==> src/rlcsd_pkg.sv <==
// shared types and constants of the rgb led chain serial driver
`timescale 1ns / 1ps

package rlcsd_pkg;

    localparam int CHAIN_LEN_DEF = 64;
    localparam int COLOUR_W      = 24;
    localparam int BITS_PER_LED  = 24;

    localparam int CFG_IDX_W  = 3;
    localparam int CFG_DATA_W = 16;

    localparam logic [9:0]  BIT_PERIOD_RST = 10'd60;
    localparam logic [9:0]  ZERO_HIGH_RST  = 10'd19;
    localparam logic [9:0]  ONE_HIGH_RST   = 10'd39;
    localparam logic [15:0] RESET_TICKS_RST = 16'd2460;
    localparam logic [6:0]  ACTIVE_LEDS_RST = 7'd64;

    typedef enum logic [1:0] {
        ACT_WRITE = 2'd0,
        ACT_START = 2'd1,
        ACT_TICK  = 2'd2
    } action_t;

    typedef enum logic [CFG_IDX_W-1:0] {
        CFG_BIT_PERIOD  = 3'd0,
        CFG_ZERO_HIGH   = 3'd1,
        CFG_ONE_HIGH    = 3'd2,
        CFG_RESET_TICKS = 3'd3,
        CFG_ACTIVE_LEDS = 3'd4
    } cfg_idx_t;

    // status of the store toward the line sequencer
    typedef struct packed {
        logic                copy_busy;
        logic                load_first;
        logic [COLOUR_W-1:0] first_colour;
    } store_status_t;

endpackage

==> src/rlcsd_store.sv <==
// colour store, frame store and the snapshot copy sweep between them
`timescale 1ns / 1ps

module rlcsd_store #(
    parameter int CHAIN_LEN = rlcsd_pkg::CHAIN_LEN_DEF,
    parameter int IW        = (CHAIN_LEN > 1) ? $clog2(CHAIN_LEN) : 1
) (
    input  logic                          clk,
    input  logic                          rst_n,
    input  logic                          wr_en,
    input  logic [IW-1:0]                 wr_idx,
    input  logic [rlcsd_pkg::COLOUR_W-1:0] wr_colour,
    input  logic                          copy_start,
    input  logic [IW-1:0]                 frame_rd_addr,
    output logic [rlcsd_pkg::COLOUR_W-1:0] frame_rd_data,
    output rlcsd_pkg::store_status_t      status
);
    import rlcsd_pkg::*;

    logic [COLOUR_W-1:0] colour_mem [CHAIN_LEN];
    logic [COLOUR_W-1:0] frame_mem  [CHAIN_LEN];
    logic [CHAIN_LEN-1:0] valid_reg;

    logic                copy_act_reg;
    logic [IW-1:0]       copy_cnt_reg;
    logic                rd_pend_reg;
    logic [IW-1:0]       rd_idx_reg;
    logic [COLOUR_W-1:0] rd_data_reg;
    logic                rd_valid_reg;
    logic [COLOUR_W-1:0] copy_colour;

    // never-written entries read as zero
    assign copy_colour = rd_valid_reg ? rd_data_reg : '0;

    always_ff @(posedge clk)
    begin
        if (wr_en)
        begin
            colour_mem[wr_idx] <= wr_colour;
        end
        if (copy_act_reg)
        begin
            rd_data_reg <= colour_mem[copy_cnt_reg];
        end
    end

    always_ff @(posedge clk)
    begin
        if (rd_pend_reg)
        begin
            frame_mem[rd_idx_reg] <= copy_colour;
        end
        frame_rd_data <= frame_mem[frame_rd_addr];
    end

    always_ff @(posedge clk or negedge rst_n)
    begin
        if (!rst_n)
        begin
            valid_reg    <= '0;
            copy_act_reg <= 1'b0;
            copy_cnt_reg <= '0;
            rd_pend_reg  <= 1'b0;
            rd_idx_reg   <= '0;
            rd_valid_reg <= 1'b0;
        end
        else
        begin
            if (wr_en)
            begin
                valid_reg[wr_idx] <= 1'b1;
            end
            rd_pend_reg <= copy_act_reg;
            if (copy_act_reg)
            begin
                rd_idx_reg   <= copy_cnt_reg;
                rd_valid_reg <= valid_reg[copy_cnt_reg];
                copy_cnt_reg <= copy_cnt_reg + IW'(1);
                if (copy_cnt_reg == IW'(CHAIN_LEN - 1))
                begin
                    copy_act_reg <= 1'b0;
                end
            end
            else if (copy_start)
            begin
                copy_act_reg <= 1'b1;
                copy_cnt_reg <= '0;
            end
        end
    end

    assign status.copy_busy    = copy_act_reg | rd_pend_reg;
    assign status.load_first   = rd_pend_reg && (rd_idx_reg == '0);
    assign status.first_colour = copy_colour;

endmodule

==> src/rgb_led_chain_serial_driver_top.sv <==
// top level of the rgb led chain serial driver: handshake, config and line sequencer
`timescale 1ns / 1ps

// single-wire rgb led chain driver
// input stream: s_tuser carries the action (write colour, start frame, tick),
//   s_tdata carries led index and green, red, blue for a write
// output stream: one result transaction per input transaction with the line
//   level of that tick, whether a write or start was taken, and busy after it
// latency: a result is registered and shows in the cycle after its input
// throughput: one transaction per cycle for writes and ticks while results are
//   taken; a taken start holds s_tready low while the copy sweep moves the
//   colour store into the frame store, one entry per cycle
// the next led colour is prefetched from the frame store memory while the
//   current one shifts out, so ticks run back to back through a whole frame
// leds go out green, red, blue, msb first; after the last active led the line
//   stays low for reset_ticks ticks, then busy clears
// reset: colour store reads as zero, config takes its defaults, line idle
// stall: while m_tready is low and a result waits, no new input is taken
// config writes are taken at once on cfg_we and are meant for idle times only

module rgb_led_chain_serial_driver_top #(
    parameter int CHAIN_LEN = rlcsd_pkg::CHAIN_LEN_DEF
) (
    input  logic                            clk,
    input  logic                            rst_n,
    // slave side
    input  logic                            s_tvalid,
    output logic                            s_tready,
    input  logic [31:0]                     s_tdata,  // led_index, green, red, blue
    input  logic [1:0]                      s_tuser,  // action
    // master side
    output logic                            m_tvalid,
    input  logic                            m_tready,
    output logic [7:0]                      m_tdata,  // line_level, accepted, busy_res, zeros
    // config write port
    input  logic                            cfg_we,
    input  logic [rlcsd_pkg::CFG_IDX_W-1:0] cfg_idx,
    input  logic [rlcsd_pkg::CFG_DATA_W-1:0] cfg_data
);
    import rlcsd_pkg::*;

    localparam int IW = (CHAIN_LEN > 1) ? $clog2(CHAIN_LEN) : 1;
    localparam int PW = $clog2(CHAIN_LEN + 1);

    // config registers
    logic [9:0]  bit_period_reg;
    logic [9:0]  zero_high_reg;
    logic [9:0]  one_high_reg;
    logic [15:0] reset_ticks_reg;
    logic [6:0]  active_leds_reg;

    // sequencer state
    logic                sending_reg, sending_next;
    logic                in_reset_reg, in_reset_next;
    logic [PW-1:0]       led_ptr_reg, led_ptr_next;
    logic [4:0]          bit_ptr_reg, bit_ptr_next;
    logic [15:0]         tick_cnt_reg, tick_cnt_next;
    logic [COLOUR_W-1:0] shifter_reg, shifter_next;

    // result register
    logic m_valid_reg;
    logic level_reg, taken_reg, busy_reg;

    // input fields
    action_t       action;
    logic [7:0]    led_index;
    logic [7:0]    green, red, blue;

    logic          in_acc;
    logic          idx_ok;
    logic          level, taken;
    logic          wr_en, copy_start;
    logic [9:0]    high_ticks;
    logic [15:0]   tick_inc;
    logic [PW-1:0] led_inc;
    logic [PW-1:0] frame_leds;

    logic [COLOUR_W-1:0] frame_rd_data;
    store_status_t       st;

    assign action    = action_t'(s_tuser);
    assign led_index = s_tdata[7:0];
    assign green     = s_tdata[15:8];
    assign red       = s_tdata[23:16];
    assign blue      = s_tdata[31:24];

    // input blocked during the copy sweep and while a result is stuck
    assign s_tready = !st.copy_busy && (!m_valid_reg || m_tready);
    assign in_acc   = s_tvalid && s_tready;

    assign idx_ok = {1'b0, led_index} < 9'(CHAIN_LEN);
    assign wr_en  = in_acc && (action == ACT_WRITE) && idx_ok;

    // active count clamped to one .. CHAIN_LEN
    always_comb
    begin
        if (active_leds_reg == '0)
        begin
            frame_leds = PW'(1);
        end
        else if ({2'b0, active_leds_reg} > 9'(CHAIN_LEN))
        begin
            frame_leds = PW'(CHAIN_LEN);
        end
        else
        begin
            frame_leds = PW'(active_leds_reg);
        end
    end

    assign high_ticks = shifter_reg[COLOUR_W-1] ? one_high_reg : zero_high_reg;
    assign tick_inc   = tick_cnt_reg + 16'd1;
    assign led_inc    = led_ptr_reg + PW'(1);

    always_comb
    begin
        sending_next  = sending_reg;
        in_reset_next = in_reset_reg;
        led_ptr_next  = led_ptr_reg;
        bit_ptr_next  = bit_ptr_reg;
        tick_cnt_next = tick_cnt_reg;
        shifter_next  = shifter_reg;
        level         = 1'b0;
        taken         = 1'b0;
        copy_start    = 1'b0;

        // first colour arrives from the copy sweep, no item is taken then
        if (st.load_first)
        begin
            shifter_next = st.first_colour;
        end

        if (in_acc)
        begin
            unique case (action)
                ACT_WRITE:
                begin
                    taken = idx_ok;
                end
                ACT_START:
                begin
                    if (!sending_reg && !in_reset_reg)
                    begin
                        sending_next  = 1'b1;
                        in_reset_next = 1'b0;
                        led_ptr_next  = '0;
                        bit_ptr_next  = '0;
                        tick_cnt_next = '0;
                        copy_start    = 1'b1;
                        taken         = 1'b1;
                    end
                end
                ACT_TICK:
                begin
                    if (sending_reg)
                    begin
                        level = tick_cnt_reg < {6'b0, high_ticks};
                        if (tick_inc >= {6'b0, bit_period_reg})
                        begin
                            // end of bit period
                            tick_cnt_next = '0;
                            shifter_next  = {shifter_reg[COLOUR_W-2:0], 1'b0};
                            if (bit_ptr_reg == 5'(BITS_PER_LED - 1))
                            begin
                                bit_ptr_next = '0;
                                led_ptr_next = led_inc;
                                if (led_inc >= frame_leds)
                                begin
                                    sending_next  = 1'b0;
                                    in_reset_next = 1'b1;
                                end
                                else
                                begin
                                    // prefetched colour of the next led
                                    shifter_next = frame_rd_data;
                                end
                            end
                            else
                            begin
                                bit_ptr_next = bit_ptr_reg + 5'd1;
                            end
                        end
                        else
                        begin
                            tick_cnt_next = tick_inc;
                        end
                    end
                    else if (in_reset_reg)
                    begin
                        if (tick_inc >= reset_ticks_reg)
                        begin
                            tick_cnt_next = '0;
                            in_reset_next = 1'b0;
                        end
                        else
                        begin
                            tick_cnt_next = tick_inc;
                        end
                    end
                end
                default:
                begin
                end
            endcase
        end
    end

    always_ff @(posedge clk or negedge rst_n)
    begin
        if (!rst_n)
        begin
            bit_period_reg  <= BIT_PERIOD_RST;
            zero_high_reg   <= ZERO_HIGH_RST;
            one_high_reg    <= ONE_HIGH_RST;
            reset_ticks_reg <= RESET_TICKS_RST;
            active_leds_reg <= ACTIVE_LEDS_RST;
        end
        else if (cfg_we)
        begin
            unique case (cfg_idx)
                CFG_BIT_PERIOD:  bit_period_reg  <= cfg_data[9:0];
                CFG_ZERO_HIGH:   zero_high_reg   <= cfg_data[9:0];
                CFG_ONE_HIGH:    one_high_reg    <= cfg_data[9:0];
                CFG_RESET_TICKS: reset_ticks_reg <= cfg_data;
                CFG_ACTIVE_LEDS: active_leds_reg <= cfg_data[6:0];
                default:
                begin
                end
            endcase
        end
    end

    always_ff @(posedge clk or negedge rst_n)
    begin
        if (!rst_n)
        begin
            sending_reg  <= 1'b0;
            in_reset_reg <= 1'b0;
            led_ptr_reg  <= '0;
            bit_ptr_reg  <= '0;
            tick_cnt_reg <= '0;
            shifter_reg  <= '0;
            m_valid_reg  <= 1'b0;
            level_reg    <= 1'b0;
            taken_reg    <= 1'b0;
            busy_reg     <= 1'b0;
        end
        else
        begin
            sending_reg  <= sending_next;
            in_reset_reg <= in_reset_next;
            led_ptr_reg  <= led_ptr_next;
            bit_ptr_reg  <= bit_ptr_next;
            tick_cnt_reg <= tick_cnt_next;
            shifter_reg  <= shifter_next;
            if (in_acc)
            begin
                m_valid_reg <= 1'b1;
                level_reg   <= level;
                taken_reg   <= taken;
                busy_reg    <= sending_next | in_reset_next;
            end
            else if (m_tready)
            begin
                m_valid_reg <= 1'b0;
            end
        end
    end

    assign m_tvalid = m_valid_reg;
    assign m_tdata  = {5'b0, busy_reg, taken_reg, level_reg};

    rlcsd_store #(
        .CHAIN_LEN (CHAIN_LEN),
        .IW        (IW)
    ) u_store (
        .clk           (clk),
        .rst_n         (rst_n),
        .wr_en         (wr_en),
        .wr_idx        (led_index[IW-1:0]),
        .wr_colour     ({green, red, blue}),
        .copy_start    (copy_start),
        .frame_rd_addr (led_inc[IW-1:0]),
        .frame_rd_data (frame_rd_data),
        .status        (st)
    );

endmodule
==> config.mk <==
export PLATFORM = sky130hd
export DESIGN_NAME = rgb_led_chain_serial_driver_top
export DESIGN_NICKNAME = d
export VERILOG_FILES = /design/src/rlcsd_pkg.sv /design/src/rlcsd_store.sv /design/src/rgb_led_chain_serial_driver_top.sv
export SDC_FILE = /design/constraint.sdc
export NUM_CORES = 2
export LEC_CHECK = 0
export ABC_CLOCK_PERIOD_IN_PS = 9800
export BUFFER_PORTS_ARGS = -buffer_cell sky130_fd_sc_hd__buf_4
export CORE_AREA = 4 4 399 598
export DETAILED_ROUTE_END_ITERATION = 16
export DIE_AREA = 0 0 403 602
export GPL_TIMING_DRIVEN = 0
export MAX_ROUTING_LAYER = met4
export PLACE_DENSITY = 0.7
export REMOVE_ABC_BUFFERS = 1
export SLEW_MARGIN = 20
export SYNTH_ARGS = -nofsm -noshare
export SYNTH_HDL_FRONTEND = slang
export SYNTH_SLANG_ARGS = --single-unit
==> constraint.sdc <==
create_clock -name clk -period 9.8 [get_ports clk]
set_input_delay 2.45 -clock clk [delete_from_list [all_inputs] [get_ports clk]]
set_output_delay 2.45 -clock clk [all_outputs]
set_load 0.1 [all_outputs]
==> results.json <==
{
  "grt_pass1_wl_mm": 444.7,
  "startpoint": "m_tready",
  "clock_skew_ns": 0.05274,
  "port_buffers": 62,
  "rsz0062_at_grt": "false",
  "worst_pin_slew_ns": 1.110,
  "start_kind": "primary input",
  "yosys_register_bits": 3310,
  "synth.area.top_cells": "edfxtp_1 73%, mux4_2 17%, dfrtp_1 3.4%, mux2i_1 0.77%, clkbuf_1 0.52%",
  "hpwlAfterDp_mm": 186.5,
  "r2r_slack_ns": 4.94,
  "layout_common_cells": "3096 x edfxtp_1, 992 x mux4_2, 321 x clkbuf_16",
  "num_rows": 217,
  "drt_iter0_drc": 7226,
  "relSlewSlack_pct": 25.82,
  "synth_edf_count": 3096,
  "grt_overflow": 0,
  "status": "finished with violations",
  "period_needed_ns": 5.666,
  "async_reset_ff_share_pct": 5.740,
  "die_w_um": 403,
  "cts_resized": 0,
  "p_leak_nw": 47.23,
  "dieArea_mm2": 0.2426,
  "r2r-start": "led_ptr_reg[0]",
  "grt_pass1_vias": 62763,
  "crit_type": "in -> out",
  "wire_per_inst_um": 33.33,
  "hold_buffers": 0,
  "fillCellCount": 14945,
  "cts_buffers": 305,
  "r2r-end": "shifter_reg[21]",
  "timing.final.crit_share_pct": 57.81,
  "post-cts-setup-buffers": 0,
  "drive_above_1_share_pct": 33.04,
  "insertion_delay_ns": 0.86,
  "io_pins": 68,
  "finalWeightedCongestion": 0.8529,
  "yosysSeqAreaShare_pct": 76.75,
  "clock_sinks": 3310,
  "die_h_um": 602,
  "grt_start_max_net_pins": 94,
  "ir_worst_vdd_mv": 0.2000,
  "clk_path_buf_depth": 4,
  "finalHoldViolCount": 0,
  "cts.htree.levels": 5,
  "finalSetupViolations": 0,
  "hold_start": "u_store.valid_reg[34]",
  "cts_tree": "built",
  "drtAntennaViolNets": 1,
  "final_nets": 5976,
  "critPathCaptureType": "output pin",
  "syn_inst": 5559,
  "dp_cells": 8627,
  "critPathMaxFanout": 3,
  "stdcell_count": 9168,
  "fin_util_pct": 63.07,
  "vias_per_cell": 6.496,
  "mostFrequentLayoutCell": "edfxtp_1",
  "rr_worst_depth": 10,
  "syn_area_per_cell_um2": 23.02,
  "holdPathStages": 1,
  "whs_endpoint": "u_store.valid_reg[34]",
  "violations": "antenna violations",
  "start_util_pct": 54.94,
  "drc": 0,
  "p_total_mw": 34.05,
  "vias": 59558,
  "synth_top_area_share_pct": 72.64,
  "grt_use_total_pct": 26.27,
  "design.core.area_mm2": 0.2330,
  "max_freq_mhz": 176.5,
  "totalWireLength_mm": 305.6,
  "hp-class": "reg -> reg",
  "path_clk_slew_ns": 0.06,
  "syn_to_final_growth_pct": 14.79,
  "synth_cell_types": 69,
  "placed_area_mm2": 0.1373,
  "holdWs_ns": 0.4625,
  "synth_top_cell_by_area": "edfxtp_1",
  "first_pass_iters": 8,
  "yosys_warnings": 0,
  "cts_root_buffer": "clkbuf_16",
  "antenna_found_initial": 5,
  "ys.flop_type": "edfxtp_1",
  "syn_area_mm2": 0.1280,
  "slew_viol_final": 0,
  "p_per_area_mw_per_mm2": 231.7,
  "max_cap_viol_count": 0,
  "arrival_ns": 3.22,
  "finalInstanceArea_mm2": 0.1469,
  "cp.required_ns": 7.35
}
==> cell families (layout without fill, tap and decap cells) <==
| logic type | after synthesis | count (layout) | synth area share, % |
|---|---|---|---|
| and+or+nand+nor | 562 | 562 | 2.124 |
| muxes | 1139 | 1139 | 18.65 |
| buffers and inverters | 329 | 861 | 1.039 |
| adders and majority gates | 49 | 49 | 0.4790 |
| other | 1 | 12 | 0.002930 |
| DFF | 3310 | 3310 | 76.75 |
| AOI/OAI and AO/OA | 152 | 152 | 0.8359 |
| xor gates and xnor gates | 17 | 17 | 0.1163 |
==> worst max-delay path by stage <==
| stage | to | cells past startpoint |
|---|---|---|
| 3_3_place_gp | shifter_reg[7] | 8 |
| 4_1_cts | s_tready | 4 |
| 6_report | s_tready | 4 |
| 2_1_floorplan | shifter_reg[10] | 8 |
| 3_5_place_dp | u_store.colour_mem[49][11] | 8 |
| 5_1_grt | s_tready | 4 |
==> layer usage <==
metal | share of wire (%) | routed length, um | global-route usage (%) | vias up
li1 | - | - | - | 24091
met1 | 34 | 103700 | 30.88 | 31890
met2 | 54 | 166100 | 45.54 | 2811
met3 | 6.7 | 20530 | 4.041 | 766
met4 | 5.0 | 15260 | 10.94 | 0
met5 | 0 | 0 | - | -
==> stage by stage <==
step / setup slack, ns / setup TNS (ns)
3_5_place_dp: 3.782 / 0
3_3_place_gp: -31.08 / -2166.40
2_1_floorplan: -16.37 / -1107.36
6_report: 4.134 / 0
4_1_cts: 4.147 / 0
5_1_grt: 4.081 / 0
==> area by class of cell <==
class | instances | area [um2] | share of cell area, %
tap | 3066 | 3836 | 2.611
sequential | 3310 | 98250 | 66.88
multi-input combinational | 1924 | 29540 | 20.11
inverter | 44 | 172.7 | 0.1175
antenna | 7 | 17.52 | 0.01192
timing repair buffer | 284 | 5538 | 3.769
clock buffer | 395 | 8421 | 5.732
clock inverter | 138 | 1134 | 0.7716
==> critical path: stages <==
cell	delay (ns)
buf_4	0.08
nor2b_1	0.06
nor3_1	0.26
buf_4	0.36
==> cells in the mapped netlist (4+ instances only) <==
master and instances:
dfstp_2 18, nand2_1 170, nand2b_1 11, a31oi_1 27, clkbuf_1 176, or2_2 70, a22o_1 8, ha_1 49
and3_1 30, buf_1 63, o22ai_1 7, o21a_1 4, dfxtp_1 24, nor4_1 5, a21oi_1 14, nand4_1 5
a211oi_1 9, buf_2 31, inv_1 43, xor2_1 6, o21ai_2 4, o221ai_1 9, nor2_1 162, or3_1 7
a221o_1 6, nor3_1 17, mux4_2 992, edfxtp_1 3096, xnor2_1 11, nand3_1 27, a21o_1 6, buf_4 14
mux2i_1 98, mux2_2 49, nor2b_1 8, o21ai_0 33, nand3b_1 7, and2_1 24, dfrtp_1 172
==> where the power goes <==
group	internal [mW]	leakage [nW]	switching, mW	total, mW
registers	16.3	31.1	0.394	16.7
clock network	6.51	4.67	5.04	11.5
logic	2.67	11.4	3.10	5.77
No activity file was read; power rests on OpenSTA's default activity.
